### src/hw/rtl/rpch_pkg.sv
package rpch_pkg;

  localparam int MAX_OBJECTS = 256;
  localparam int CNT_W = (MAX_OBJECTS > 1) ? $clog2(MAX_OBJECTS) : 1;
  localparam int DW = 32;
  localparam int HOBJ_W = 8;
  localparam int IN_DW = 8 * DW;
  localparam int OUT_DW = 6 * DW + HOBJ_W;
  localparam int STEP_W = 7;

  typedef enum logic [5:0] {
    OP_NOP, OP_LOAD_RAY, OP_LOAD_OBJ, OP_EMIT, OP_CLR_OC, OP_CLR_ACC,
    OP_MUL_DV, OP_MUL_VV, OP_MUL_DA, OP_MUL_OA, OP_MUL_RR, OP_MUL_BB, OP_MUL_DT,
    OP_ACC_F, OP_ACC_U, OP_SET_B, OP_SET_C, OP_SUB_RR, OP_SET_DISC,
    OP_SQRT_DISC, OP_GET_S, OP_ROOTS, OP_SET_DEN, OP_SET_NUM, OP_DIV_T, OP_GET_T,
    OP_SET_P, OP_REL, OP_SQRT_LEN, OP_GET_LEN, OP_DIV_N, OP_GET_N, OP_DSUB,
    OP_UPDATE
  } dp_op_t;

  typedef enum logic [2:0] {
    C_NEXT, C_WAIT, C_MISS, C_GOTO, C_DONE
  } uc_ctl_t;

  typedef struct packed {
    dp_op_t     op;
    logic [1:0] idx;
  } dp_cmd_t;

  typedef struct packed {
    dp_cmd_t cmd;
    uc_ctl_t ctl;
  } uc_word_t;

  typedef struct packed {
    logic ok;
    logic skip;
    logic unit_done;
  } dp_stat_t;

  localparam logic [STEP_W-1:0] SPH_START = 7'd0;
  localparam logic [STEP_W-1:0] PLN_START = 7'd25;
  localparam logic [STEP_W-1:0] PT_START  = 7'd44;

  function automatic uc_word_t mk(input dp_op_t op, input logic [1:0] idx,
                                  input uc_ctl_t ctl);
    uc_word_t w;
    w.cmd.op  = op;
    w.cmd.idx = idx;
    w.ctl     = ctl;
    return w;
  endfunction

  // Microprogram: sphere from SPH_START, plane from PLN_START, both join at PT_START.
  function automatic uc_word_t uc_rom(input logic [STEP_W-1:0] step);
    uc_word_t w;
    case (step)
      7'd0:  w = mk(OP_CLR_OC,    2'd0, C_NEXT);
      7'd1:  w = mk(OP_MUL_DV,    2'd0, C_NEXT);
      7'd2:  w = mk(OP_ACC_F,     2'd0, C_NEXT);
      7'd3:  w = mk(OP_MUL_DV,    2'd1, C_NEXT);
      7'd4:  w = mk(OP_ACC_F,     2'd0, C_NEXT);
      7'd5:  w = mk(OP_MUL_DV,    2'd2, C_NEXT);
      7'd6:  w = mk(OP_ACC_F,     2'd0, C_NEXT);
      7'd7:  w = mk(OP_SET_B,     2'd0, C_NEXT);
      7'd8:  w = mk(OP_MUL_VV,    2'd0, C_NEXT);
      7'd9:  w = mk(OP_ACC_F,     2'd0, C_NEXT);
      7'd10: w = mk(OP_MUL_VV,    2'd1, C_NEXT);
      7'd11: w = mk(OP_ACC_F,     2'd0, C_NEXT);
      7'd12: w = mk(OP_MUL_VV,    2'd2, C_NEXT);
      7'd13: w = mk(OP_ACC_F,     2'd0, C_NEXT);
      7'd14: w = mk(OP_SET_C,     2'd0, C_NEXT);
      7'd15: w = mk(OP_MUL_RR,    2'd0, C_NEXT);
      7'd16: w = mk(OP_SUB_RR,    2'd0, C_NEXT);
      7'd17: w = mk(OP_MUL_BB,    2'd0, C_NEXT);
      7'd18: w = mk(OP_SET_DISC,  2'd0, C_NEXT);
      7'd19: w = mk(OP_NOP,       2'd0, C_MISS);
      7'd20: w = mk(OP_SQRT_DISC, 2'd0, C_NEXT);
      7'd21: w = mk(OP_GET_S,     2'd0, C_WAIT);
      7'd22: w = mk(OP_ROOTS,     2'd0, C_NEXT);
      7'd23: w = mk(OP_NOP,       2'd0, C_MISS);
      7'd24: w = mk(OP_NOP,       2'd0, C_GOTO);
      7'd25: w = mk(OP_CLR_ACC,   2'd0, C_NEXT);
      7'd26: w = mk(OP_MUL_DA,    2'd0, C_NEXT);
      7'd27: w = mk(OP_ACC_F,     2'd0, C_NEXT);
      7'd28: w = mk(OP_MUL_DA,    2'd1, C_NEXT);
      7'd29: w = mk(OP_ACC_F,     2'd0, C_NEXT);
      7'd30: w = mk(OP_MUL_DA,    2'd2, C_NEXT);
      7'd31: w = mk(OP_ACC_F,     2'd0, C_NEXT);
      7'd32: w = mk(OP_SET_DEN,   2'd0, C_NEXT);
      7'd33: w = mk(OP_NOP,       2'd0, C_MISS);
      7'd34: w = mk(OP_MUL_OA,    2'd0, C_NEXT);
      7'd35: w = mk(OP_ACC_F,     2'd0, C_NEXT);
      7'd36: w = mk(OP_MUL_OA,    2'd1, C_NEXT);
      7'd37: w = mk(OP_ACC_F,     2'd0, C_NEXT);
      7'd38: w = mk(OP_MUL_OA,    2'd2, C_NEXT);
      7'd39: w = mk(OP_ACC_F,     2'd0, C_NEXT);
      7'd40: w = mk(OP_SET_NUM,   2'd0, C_NEXT);
      7'd41: w = mk(OP_DIV_T,     2'd0, C_NEXT);
      7'd42: w = mk(OP_GET_T,     2'd0, C_WAIT);
      7'd43: w = mk(OP_NOP,       2'd0, C_MISS);
      7'd44: w = mk(OP_MUL_DT,    2'd0, C_NEXT);
      7'd45: w = mk(OP_SET_P,     2'd0, C_NEXT);
      7'd46: w = mk(OP_MUL_DT,    2'd1, C_NEXT);
      7'd47: w = mk(OP_SET_P,     2'd1, C_NEXT);
      7'd48: w = mk(OP_MUL_DT,    2'd2, C_NEXT);
      7'd49: w = mk(OP_SET_P,     2'd2, C_NEXT);
      7'd50: w = mk(OP_REL,       2'd0, C_NEXT);
      7'd51: w = mk(OP_MUL_VV,    2'd0, C_NEXT);
      7'd52: w = mk(OP_ACC_U,     2'd0, C_NEXT);
      7'd53: w = mk(OP_MUL_VV,    2'd1, C_NEXT);
      7'd54: w = mk(OP_ACC_U,     2'd0, C_NEXT);
      7'd55: w = mk(OP_MUL_VV,    2'd2, C_NEXT);
      7'd56: w = mk(OP_ACC_U,     2'd0, C_NEXT);
      7'd57: w = mk(OP_SQRT_LEN,  2'd0, C_NEXT);
      7'd58: w = mk(OP_GET_LEN,   2'd0, C_WAIT);
      7'd59: w = mk(OP_DIV_N,     2'd0, C_NEXT);
      7'd60: w = mk(OP_GET_N,     2'd0, C_WAIT);
      7'd61: w = mk(OP_DIV_N,     2'd1, C_NEXT);
      7'd62: w = mk(OP_GET_N,     2'd1, C_WAIT);
      7'd63: w = mk(OP_DIV_N,     2'd2, C_NEXT);
      7'd64: w = mk(OP_GET_N,     2'd2, C_WAIT);
      7'd65: w = mk(OP_DSUB,      2'd0, C_NEXT);
      7'd66: w = mk(OP_MUL_VV,    2'd0, C_NEXT);
      7'd67: w = mk(OP_ACC_U,     2'd0, C_NEXT);
      7'd68: w = mk(OP_MUL_VV,    2'd1, C_NEXT);
      7'd69: w = mk(OP_ACC_U,     2'd0, C_NEXT);
      7'd70: w = mk(OP_MUL_VV,    2'd2, C_NEXT);
      7'd71: w = mk(OP_ACC_U,     2'd0, C_NEXT);
      7'd72: w = mk(OP_UPDATE,    2'd0, C_DONE);
      default: w = mk(OP_NOP,     2'd0, C_DONE);
    endcase
    return w;
  endfunction

endpackage

### src/hw/rtl/rpch_ctrl.sv
module rpch_ctrl (
  input  logic               clk,
  input  logic               rst_n,
  input  logic               in_tvalid,
  input  logic               in_mode,
  input  logic               in_kind,
  input  logic               in_last,
  output logic               in_tready,
  output logic               out_tvalid,
  input  logic               out_tready,
  input  rpch_pkg::dp_stat_t stat,
  output rpch_pkg::dp_cmd_t  cmd
);
  import rpch_pkg::*;

  typedef enum logic [2:0] {
    ST_IDLE = 3'b001,
    ST_RUN  = 3'b010,
    ST_EMIT = 3'b100
  } state_t;

  state_t            state_r, state_nxt;
  logic [STEP_W-1:0] step_r, step_nxt;
  logic              last_r, last_nxt;
  logic              ovalid_r, ovalid_nxt;
  uc_word_t          uw;
  state_t            fin_state;

  assign uw        = uc_rom(step_r);
  assign fin_state = last_r ? ST_EMIT : ST_IDLE;

  always_comb begin
    state_nxt  = state_r;
    step_nxt   = step_r;
    last_nxt   = last_r;
    ovalid_nxt = ovalid_r;
    in_tready  = 1'b0;
    cmd.op     = OP_NOP;
    cmd.idx    = 2'd0;
    if (out_tready) ovalid_nxt = 1'b0;
    case (state_r)
      ST_IDLE: begin
        in_tready = 1'b1;
        if (in_tvalid) begin
          last_nxt = in_last;
          if (!in_mode) begin
            cmd.op    = OP_LOAD_RAY;
            state_nxt = in_last ? ST_EMIT : ST_IDLE;
          end else begin
            cmd.op = OP_LOAD_OBJ;
            if (stat.skip) begin
              state_nxt = in_last ? ST_EMIT : ST_IDLE;
            end else begin
              state_nxt = ST_RUN;
              step_nxt  = in_kind ? PLN_START : SPH_START;
            end
          end
        end
      end
      ST_RUN: begin
        cmd = uw.cmd;
        case (uw.ctl)
          C_NEXT: step_nxt = step_r + 1'b1;
          C_WAIT: begin
            if (stat.unit_done) step_nxt = step_r + 1'b1;
          end
          C_MISS: begin
            if (!stat.ok) state_nxt = fin_state;
            else step_nxt = step_r + 1'b1;
          end
          C_GOTO: step_nxt = PT_START;
          default: state_nxt = fin_state;
        endcase
      end
      ST_EMIT: begin
        if (!ovalid_r || out_tready) begin
          cmd.op     = OP_EMIT;
          ovalid_nxt = 1'b1;
          state_nxt  = ST_IDLE;
        end
      end
      default: state_nxt = ST_IDLE;
    endcase
  end

  always_ff @(posedge clk) begin
    if (!rst_n) begin
      state_r  <= ST_IDLE;
      step_r   <= '0;
      last_r   <= 1'b0;
      ovalid_r <= 1'b0;
    end else begin
      state_r  <= state_nxt;
      step_r   <= step_nxt;
      last_r   <= last_nxt;
      ovalid_r <= ovalid_nxt;
    end
  end

  assign out_tvalid = ovalid_r;

endmodule

### config.mk
export PLATFORM = sky130hd
export DESIGN_NAME = rpch_ctrl
export DESIGN_NICKNAME = d
export VERILOG_FILES = /design/src/hw/rtl/rpch_pkg.sv /design/src/hw/rtl/rpch_ctrl.sv
export SDC_FILE = /design/constraint.sdc
export NUM_CORES = 1
export LEC_CHECK = 0
export BUFFER_PORTS_ARGS = -buffer_cell sky130_fd_sc_hd__buf_2
export CORE_MARGIN = 8
export CORE_UTILIZATION = 29
export CTS_CLUSTER_SIZE = 16
export DETAILED_ROUTE_END_ITERATION = 8
export GPL_ROUTABILITY_DRIVEN = 0
export PLACE_DENSITY_LB_ADDON = 0.3
export SYNTH_ARGS = -nofsm -noshare
export SYNTH_HDL_FRONTEND = slang
export SYNTH_SLANG_ARGS = --single-unit
### constraint.sdc
create_clock -name clk -period 5.2 [get_ports clk]
set_clock_uncertainty 0.15 [all_clocks]
set_input_delay 1.04 -clock clk [delete_from_list [all_inputs] [get_ports clk]]
set_output_delay 1.04 -clock clk [all_outputs]
set_load 0.01 [all_outputs]
==> run summary, run 1 <==
clk sink count -> 23
vias post-DR -> 2056
CTS buffer count -> 3
run status -> completed
detailed-route wire length per cell -> 16.76 um
placed cell area -> 2063 um^2
die width -> 97.30 um
number of cell rows -> 29
post-synthesis sequential area ratio -> 0.2402
die area -> 9467 um^2
io pins -> 20
adder-cell share of the synthesized area -> 0.05222
switching share of power -> 0.3728
Lkg Pwr -> 0.8087 nW
RSZ-0062 raised after global routing -> no
DR iter-0 viols -> 158
GRT Overall Usage -> 0.1229
CP Launch Type -> input port
fin cells -> 354
hold endpoint -> last_r$_SDFFE_PN0P_
Period minus WS final -> 4.017 ns
R2R Setup Slk -> 1.50 ns
NetSw -> 0.0001749 W
Fin. Hold Viols -> 0
Antenna Nets Post-Route -> 0
EDFF count, synth -> 0
power per cell area -> 222.2 nW/um^2
Yosys top cell by area -> dfxtp_1
CTS tree -> done
number of cells traversed by the worst register-to-register path -> 11
layout cell share with drive strength beyond 1 -> 0.1408
Logic pwr share -> 0.321
grt ovf -> 0
Initial Utilization -> 0.3002
Worst Setup End Kind -> flop
clock latency on the worst-skew pair -> 0.27 ns
Syn. warnings -> 0
Clock Tree Buf Depth -> 2
Setup TNS -> 0 ns
first-pass GRT wire length -> 10.01 mm
Core Area -> 6386 um^2
largest net degree at the start of global routing -> 28
DR pass1 iterations -> 6
min-delay src -> last_r$_SDFFE_PN0P_
Mapped Cells -> 263
CTS root buf -> clkbuf_8
worst endpoint data arrival time -> 4.01 ns
DP Cell Count -> 350
antenna cells -> 0
Int Pwr -> 0.0002943 W
post-CTS sizing -> 0
part of the power in registers -> 0.427
xor/xnor cell area share of the yosys netlist -> 0.009138
total wire length -> 5.932 mm
Vias/cell -> 5.808
RR Startpoint -> state_r[0]$_SDFFE_PN1P_
Post-CTS Setup Bufs -> 0
top_reg_cell synth -> dfxtp_1
IR drop worst, VDD -> 0.1515 mV
Synth cell types -> 56
largest family of logic cells by synthesized area -> compound AO/OA/AOI/OAI gates
Slew Viols, Final -> 0
area growth from synthesis to layout -> 10.18%
antenna violations before repair -> 0
hold-fix buffer count after cts -> 0
Crit Path Class -> input port to flop
WHS Path Cells -> 2
Reg-to-Reg End -> uw[5]$_DFF_P_
compound-cell area share of the yosys netlist -> 0.3231
vias in the first global route -> 2082
commonest cells in the netlist -> nand2_1 (36), a21oi_1 (24), dfxtp_1 (23)
count leader, synth -> nand2_1
synth top area cells -> dfxtp_1 (24%), nand2_1 (7.0%), a21oi_1 (6.3%), o21ai_0 (5.5%), ha_1 (5.2%)
mean post-synth cell area -> 7.288 um^2
simple logic cell fraction of the synthesized area -> 0.2807
synthesized area -> 1917 um^2
async set-reset flop share out of synthesis -> 0
Net Count, Synth -> 281
Slew @ Worst Pin -> 0.7351 ns
# port buffers -> 19
# Max-Cap Violations -> 0
Synth Register Bits -> 23
Nets -> 296
share of the synthesized area in the top cell type -> 0.2402
htree depth -> 1
final setup fails -> 0
Slew HR -> 0.5085
Reg clk slew, reported paths -> 0.09 ns
worst path required time -> 5.20 ns
Worst Path Max Fanout -> 11
Tcrit/Tclk final -> 0.7726
clock share of power -> 0.253
die height -> 97.30 um
mux cell area share after synthesis -> 0.02611
Detailed Place HPWL -> 4.283 mm
post-route cell area -> 2112 um^2
DRC viols -> 0
worst hold path type -> flop to flop
fill count -> 711
Fmax achieved -> 248.9 MHz
[power by group through the flow]
stage	Combinational [W]	Clock, W	Sequential [W]
after floorplan	0.000109	0	0.000200
after global placement	0.000147	0	0.000205
after detailed placement	0.000147	0	0.000205
after CTS	0.000148	0.000123	0.000201
after global routing	0.000166	0.000128	0.000203
final	0.000151	0.000119	0.000200
[how the worst max path moves through the flow]
| stage | startpoint | to | slack, ns | cells after the start |
|---|---|---|---|---|
| 6_report | stat[2] | uw[4]$_DFF_P_ | 1.18 | 10 |
| 3_3_place_gp | stat[2] | uw[4]$_DFF_P_ | 0.91 | 10 |
| 4_1_cts | stat[2] | uw[4]$_DFF_P_ | 1.21 | 10 |
| 2_1_floorplan | stat[2] | uw[4]$_DFF_P_ | 1.58 | 9 |
| 5_1_grt | stat[2] | uw[4]$_DFF_P_ | 0.92 | 10 |
| 3_5_place_dp | stat[2] | uw[4]$_DFF_P_ | 0.93 | 10 |
[metal layers]
| layer | global-route usage | vias up | wire length (um) |
|---|---|---|---|
| met5 | 0 | - | 0 |
| met4 | 0.05361 | 0 | 144 |
| met3 | 0.02276 | 12 | 299 |
| met2 | 0.2047 | 77 | 2778 |
| met1 | 0.1500 | 962 | 2710 |
| li1 | - | 1005 | - |
[per-stage QoR]
step                      setup slack [ns]    util  total power, W  hold slack (ns)
after CTS                            1.215  0.3307       0.0004711           0.3161
after global placement              0.9084  0.3231       0.0003513           0.3011
after detailed placement            0.9265  0.3231       0.0003517           0.3019
after floorplan                      1.581       -       0.0003098           0.2866
after global routing                0.9244  0.3307       0.0004967           0.3423
final                                1.183  0.3307       0.0004692           0.3109
[sequential cells by signal, indices dropped and copies added (netlist names)]
name,flops
out_tvalid,1
uw,11
last_r,1
state_r,3
step_r,7
[cells by family (layout without fill, tap and decap cells)]
kind of cell               count (synthesis)  after routing
and+or+nand+nor                          104            104
AOI/OAI and AO/OA                         91             91
buffers and inverters                     30             44
DFF                                       23             23
adders and majority gates                  8              8
muxes                                      5              5
xor gates and xnor gates                   2              2
[cells in the final DEF (no fill, tap or decap), types with 3 or more instances in the layout]
cell	instances
nand2_1	36
a21oi_1	24
dfxtp_1	23
o21ai_0	21
buf_2	19
nand3_1	18
inv_1	14
nor2_1	12
ha_1	8
and2_1	7
o211ai_1	6
nor3_1	5
mux2i_1	5
a211oi_1	5
nand4_1	4
and3_1	4
a311oi_1	4
inv_2	3
or3b_2	3
o32ai_1	3
a21o_1	3
a31oi_1	3
o31ai_1	3
clkbuf_8	3
[worst max-delay path, cell delays in order]
cell and delay (ns):
buf_2 0.09, or3b_2 0.46, nand4_1 0.24, nand2_1 0.13, o211ai_2 0.49, clkinv_1 0.44, ha_1 0.40, a22o_1 0.23
a221oi_1 0.31, o221ai_1 0.17
[area by class of cell]
type                            instances  area, um^2  area share
Inverter                               19       71.32     0.03377
Clock inverter                          1       7.507    0.003554
Sequential cell                        23       460.4      0.2180
Clock buffer                            3       41.29     0.01955
Tap cell                               77       96.34     0.04562
Timing Repair Buffer                   21       110.1     0.05213
Multi-Input combinational cell        210        1325      0.6274
Note: power is estimated with default switching activity, not from simulation.
==> run 2, diff against run 1 <==
--- a/config.mk
+++ b/config.mk
@@ -5,6 +5,7 @@
 export SDC_FILE = /design/constraint.sdc
 export NUM_CORES = 1
 export LEC_CHECK = 0
+export ABC_AREA = 1
 export BUFFER_PORTS_ARGS = -buffer_cell sky130_fd_sc_hd__buf_2
 export CORE_MARGIN = 8
 export CORE_UTILIZATION = 29
==> constraint.sdc (replaced) <==
create_clock -name clk -period 4.2 [get_ports clk]
set_clock_uncertainty 0.15 [all_clocks]
set_input_delay 0.84 -clock clk [delete_from_list [all_inputs] [get_ports clk]]
set_output_delay 0.84 -clock clk [all_outputs]
set_load 0.01 [all_outputs]
==> run summary, run 2 <==
CTS buffer count -> 3 (unchanged)
area growth from synthesis to layout -> 7.430% (was 10.18%)
Worst Setup End Kind -> flop (unchanged)
CP Launch Type -> input port (unchanged)
final core utilization -> 0.3148 (was 0.3307)
Yosys top cell by area -> nand2_1 (was dfxtp_1)
top_reg_cell synth -> dfxtp_1 (unchanged)
NetSw -> 0.0002483 W (was 0.0001749 W)
io pins -> 20 (unchanged)
die height -> 103.2 um (was 97.30 um)
die width -> 103.2 um (was 97.30 um)
clock latency on the worst-skew pair -> 0.26 ns (was 0.27 ns)
Synth Register Bits -> 23 (unchanged)
worst hold path type -> flop to flop (unchanged)
Initial Utilization -> 0.2931 (was 0.3002)
share of the synthesized area in the top cell type -> 0.2144 (was 0.2402)
antenna violations before repair -> 0 (unchanged)
Slew @ Worst Pin -> 0.5278 ns (was 0.7351 ns)
Period minus WS final -> 3.025 ns
post-synthesis sequential area ratio -> 0.2087 (was 0.2402)
EDFF count, synth -> 0 (unchanged)
count leader, synth -> nand2_1 (unchanged)
worst endpoint data arrival time -> 3.09 ns (was 4.01 ns)
antenna cells -> 0 (unchanged)
Nets -> 391 (was 296)
layout cell share with drive strength beyond 1 -> 0.1398 (was 0.1408)
most frequent cells in the layout -> nand2_1 (126), nand3_1 (52), inv_1 (49), nor2_1 (23), dfxtp_1 (23) (was nand2_1 (36), a21oi_1 (24), dfxtp_1 (23), o21ai_0 (21), buf_2 (19))
Net Count, Synth -> 378 (was 281)
cell mode on critical path -> nand3_1
power per cell area -> 266.1 nW/um^2 (was 222.2 nW/um^2)
# port buffers -> 19 (unchanged)
Slew Viols, Final -> 0 (unchanged)
final setup fails -> 0 (unchanged)
DR pass1 iterations -> 4 (was 6)
part of the power in registers -> 0.402 (was 0.427)
mean post-synth cell area -> 6.127 um^2 (was 7.288 um^2)
htree depth -> 1 (unchanged)
vias post-DR -> 2202 (was 2056)
total wire length -> 5.968 mm (was 5.932 mm)
final hold slack -> 0.3449 ns (was 0.3109 ns)
Tcrit/Tclk final -> 0.7203
Reg clk slew, reported paths -> 0.08 ns (was 0.09 ns)
IR drop worst, VDD -> 0.1071 mV (was 0.1515 mV)
max reg flops -> 11 (unchanged)
DR iter-0 viols -> 137 (was 158)
RSZ-0062 raised after global routing -> no (unchanged)
cell breakdown of the critical path -> buf_2, inv_1, nand3_1, nand2_1, o21ai_4, nand2_1, nand3_1, inv_1, ha_1, inv_1, nand3_1, nand3_1, nand3_1, nand3_1, nand3_1, nand2_1 (was buf_2, or3b_2, nand4_1, nand2_1, o211ai_2, clkinv_1, ha_1, a22o_1, a221oi_1, o221ai_1)
Fmax achieved -> 330.6 MHz
first-pass GRT wire length -> 10.36 mm (was 10.01 mm)
Setup TNS -> 0 ns (unchanged)
grt ovf -> 0 (unchanged)
die area -> 10650 um^2 (was 9467 um^2)
commonest cells in the netlist -> nand2_1 (126), nand3_1 (52), inv_1 (49) (was nand2_1 (36), a21oi_1 (24), dfxtp_1 (23))
Clock Tree Buf Depth -> 2 (unchanged)
Antenna Nets Post-Route -> 0 (unchanged)
Worst Path Max Fanout -> 13 (was 11)
number of cell rows -> 32 (was 29)
# Max-Cap Violations -> 0 (unchanged)
post-CTS sizing -> 0 (unchanged)
CTS tree -> done (unchanged)
Logic pwr share -> 0.375 (was 0.321)
CP Buf/Inv Count -> 4 (was 2)
hold-fix buffer count after cts -> 0 (unchanged)
Mapped Cells -> 360 (was 263)
synthesized area -> 2206 um^2 (was 1917 um^2)
CTS root buf -> clkbuf_8 (unchanged)
clock share of power -> 0.223 (was 0.253)
Vias/cell -> 4.646 (was 5.808)
Synth cell types -> 37 (was 56)
Slowest Stage Delay on Critical Path -> 0.42 ns (was 0.49 ns)
fin cells -> 474 (was 354)
run status -> completed (unchanged)
most common cell after layout, fill and taps aside -> nand2_1 (unchanged)
Slew HR -> 0.6473 (was 0.5085)
Lkg Pwr -> 1.223 nW (was 0.8087 nW)
Detailed Place HPWL -> 4.586 mm (was 4.283 mm)
switching share of power -> 0.3937 (was 0.3728)
Int Pwr -> 0.0003823 W (was 0.0002943 W)
vias in the first global route -> 2111 (was 2082)
DRC viols -> 0 (unchanged)
fill count -> 865 (was 711)
clk sink count -> 23 (unchanged)
largest net degree at the start of global routing -> 20 (was 28)
worst path required time -> 4.26 ns (was 5.20 ns)
Syn. warnings -> 0 (unchanged)
Crit Path Class -> input port to flop (unchanged)
Post-CTS Setup Bufs -> 0 (unchanged)
Fin. Hold Viols -> 0 (unchanged)
CP max stage cell -> o21ai_4 (was o211ai_2)
async set-reset flop share out of synthesis -> 0 (unchanged)
critical path's top delay family -> simple AND/OR/NAND/NOR gates (was compound AO/OA/AOI/OAI gates)
synth top area cells -> nand2_1 (21%), dfxtp_1 (21%), nand3_1 (12%), inv_1 (8.3%), ha_1 (4.5%) (was dfxtp_1 (24%), nand2_1 (7.0%), a21oi_1 (6.3%), o21ai_0 (5.5%), ha_1 (5.2%))
Core Area -> 7527 um^2 (was 6386 um^2)
GRT Overall Usage -> 0.1207 (was 0.1229)
detailed-route wire length per cell -> 12.59 um (was 16.76 um)
DP Cell Count -> 470 (was 350)
-- run 2: cell types whose count changed in the layout (fill, tap and decap cells not counted), moves of 5 or more --
cell,before,now
and2_1,7,1
nand2_1,36,126
o21ai_0,21,7
mux2i_1,5,0
nor2_1,12,23
inv_1,14,49
nand3_1,18,52
nand3_4,0,5
a211oi_1,5,0
a21oi_1,24,9
-- run 2: kinds of logic after synthesis --
kind of cell / share of synthesized area
buffers and inverters: 0.1418
AO/OA/AOI/OAI: 0.08679
adder cells (fa/ha/maj): 0.04538
flip-flops: 0.2087
AND/OR/NAND/NOR: 0.5133
XOR/XNOR: 0.003971
-- run 2: worst paths after layout --
| kind | end | slack, ns | cells after the start | from |
|---|---|---|---|---|
| setup / recovery | uw[5]$_DFF_P_ | 1.17 | 16 | stat[2] |
| hold / removal | last_r$_SDFFE_PN0P_ | 0.34 | 2 | last_r$_SDFFE_PN0P_ |
| setup reg to reg | uw[7]$_DFF_P_ | 1.37 | 15 | state_r[2]$_SDFFE_PN0P_ |
| hold reg to reg | last_r$_SDFFE_PN0P_ | 0.34 | 2 | last_r$_SDFFE_PN0P_ |
-- run 2: routing by layer --
metal,up-vias,share of wire,global-route usage
li1,1161,-,-
met1,979,0.48,0.1642
met2,50,0.46,0.1945
met3,12,0.042,0.01673
met4,0,0.019,0.03115
met5,-,0,0
-- run 2: worst reg2reg max path, cell delays in order (launching register included) --
cell and delay [ns]:
dfxtp_1 0.37, nor2_1 0.07, nand2_1 0.40, inv_4 0.11, o21ai_0 0.10, nand2_1 0.07, nand2_1 0.09, nand3_1 0.28
ha_1 0.54, nand2_2 0.09, nand3_2 0.10, nand2_1 0.08, nand2_1 0.07, nand3_1 0.10, nand2_1 0.07, nand2_1 0.05
-- run 2: power by group through the flow --
| stage | combinational (W) | clock (W) | sequential, W |
|---|---|---|---|
| floorplan | 0.000193 | 0 | 0.000254 |
| global placement | 0.000236 | 0 | 0.000259 |
| detailed placement | 0.000233 | 0 | 0.000259 |
| CTS | 0.000235 | 0.000149 | 0.000254 |
| global route | 0.000270 | 0.000158 | 0.000257 |
| finish | 0.000236 | 0.000141 | 0.000254 |
-- run 2: per-stage QoR --
step	instance area [um^2]	setup slack, ns	power (W)
3_3_place_gp	2325	0.9545	0.0004953
2_1_floorplan	2206	1.452	0.0004469
4_1_cts	2370	1.205	0.0006371
6_report	2370	1.175	0.0006307
5_1_grt	2370	0.9187	0.0006838
3_5_place_dp	2325	0.9146	0.0004918
-- run 2: cell type report --
| type | count | area (um^2) | area share |
|---|---|---|---|
| Inverter | 55 | 209.0 | 0.08817 |
| Tap cell | 102 | 127.6 | 0.05385 |
| Sequential cell | 23 | 460.4 | 0.1943 |
| Timing Repair Buffer | 19 | 95.09 | 0.04013 |
| Clock buffer | 4 | 45.04 | 0.01901 |
| Multi-Input combinational cell | 271 | 1433 | 0.6045 |
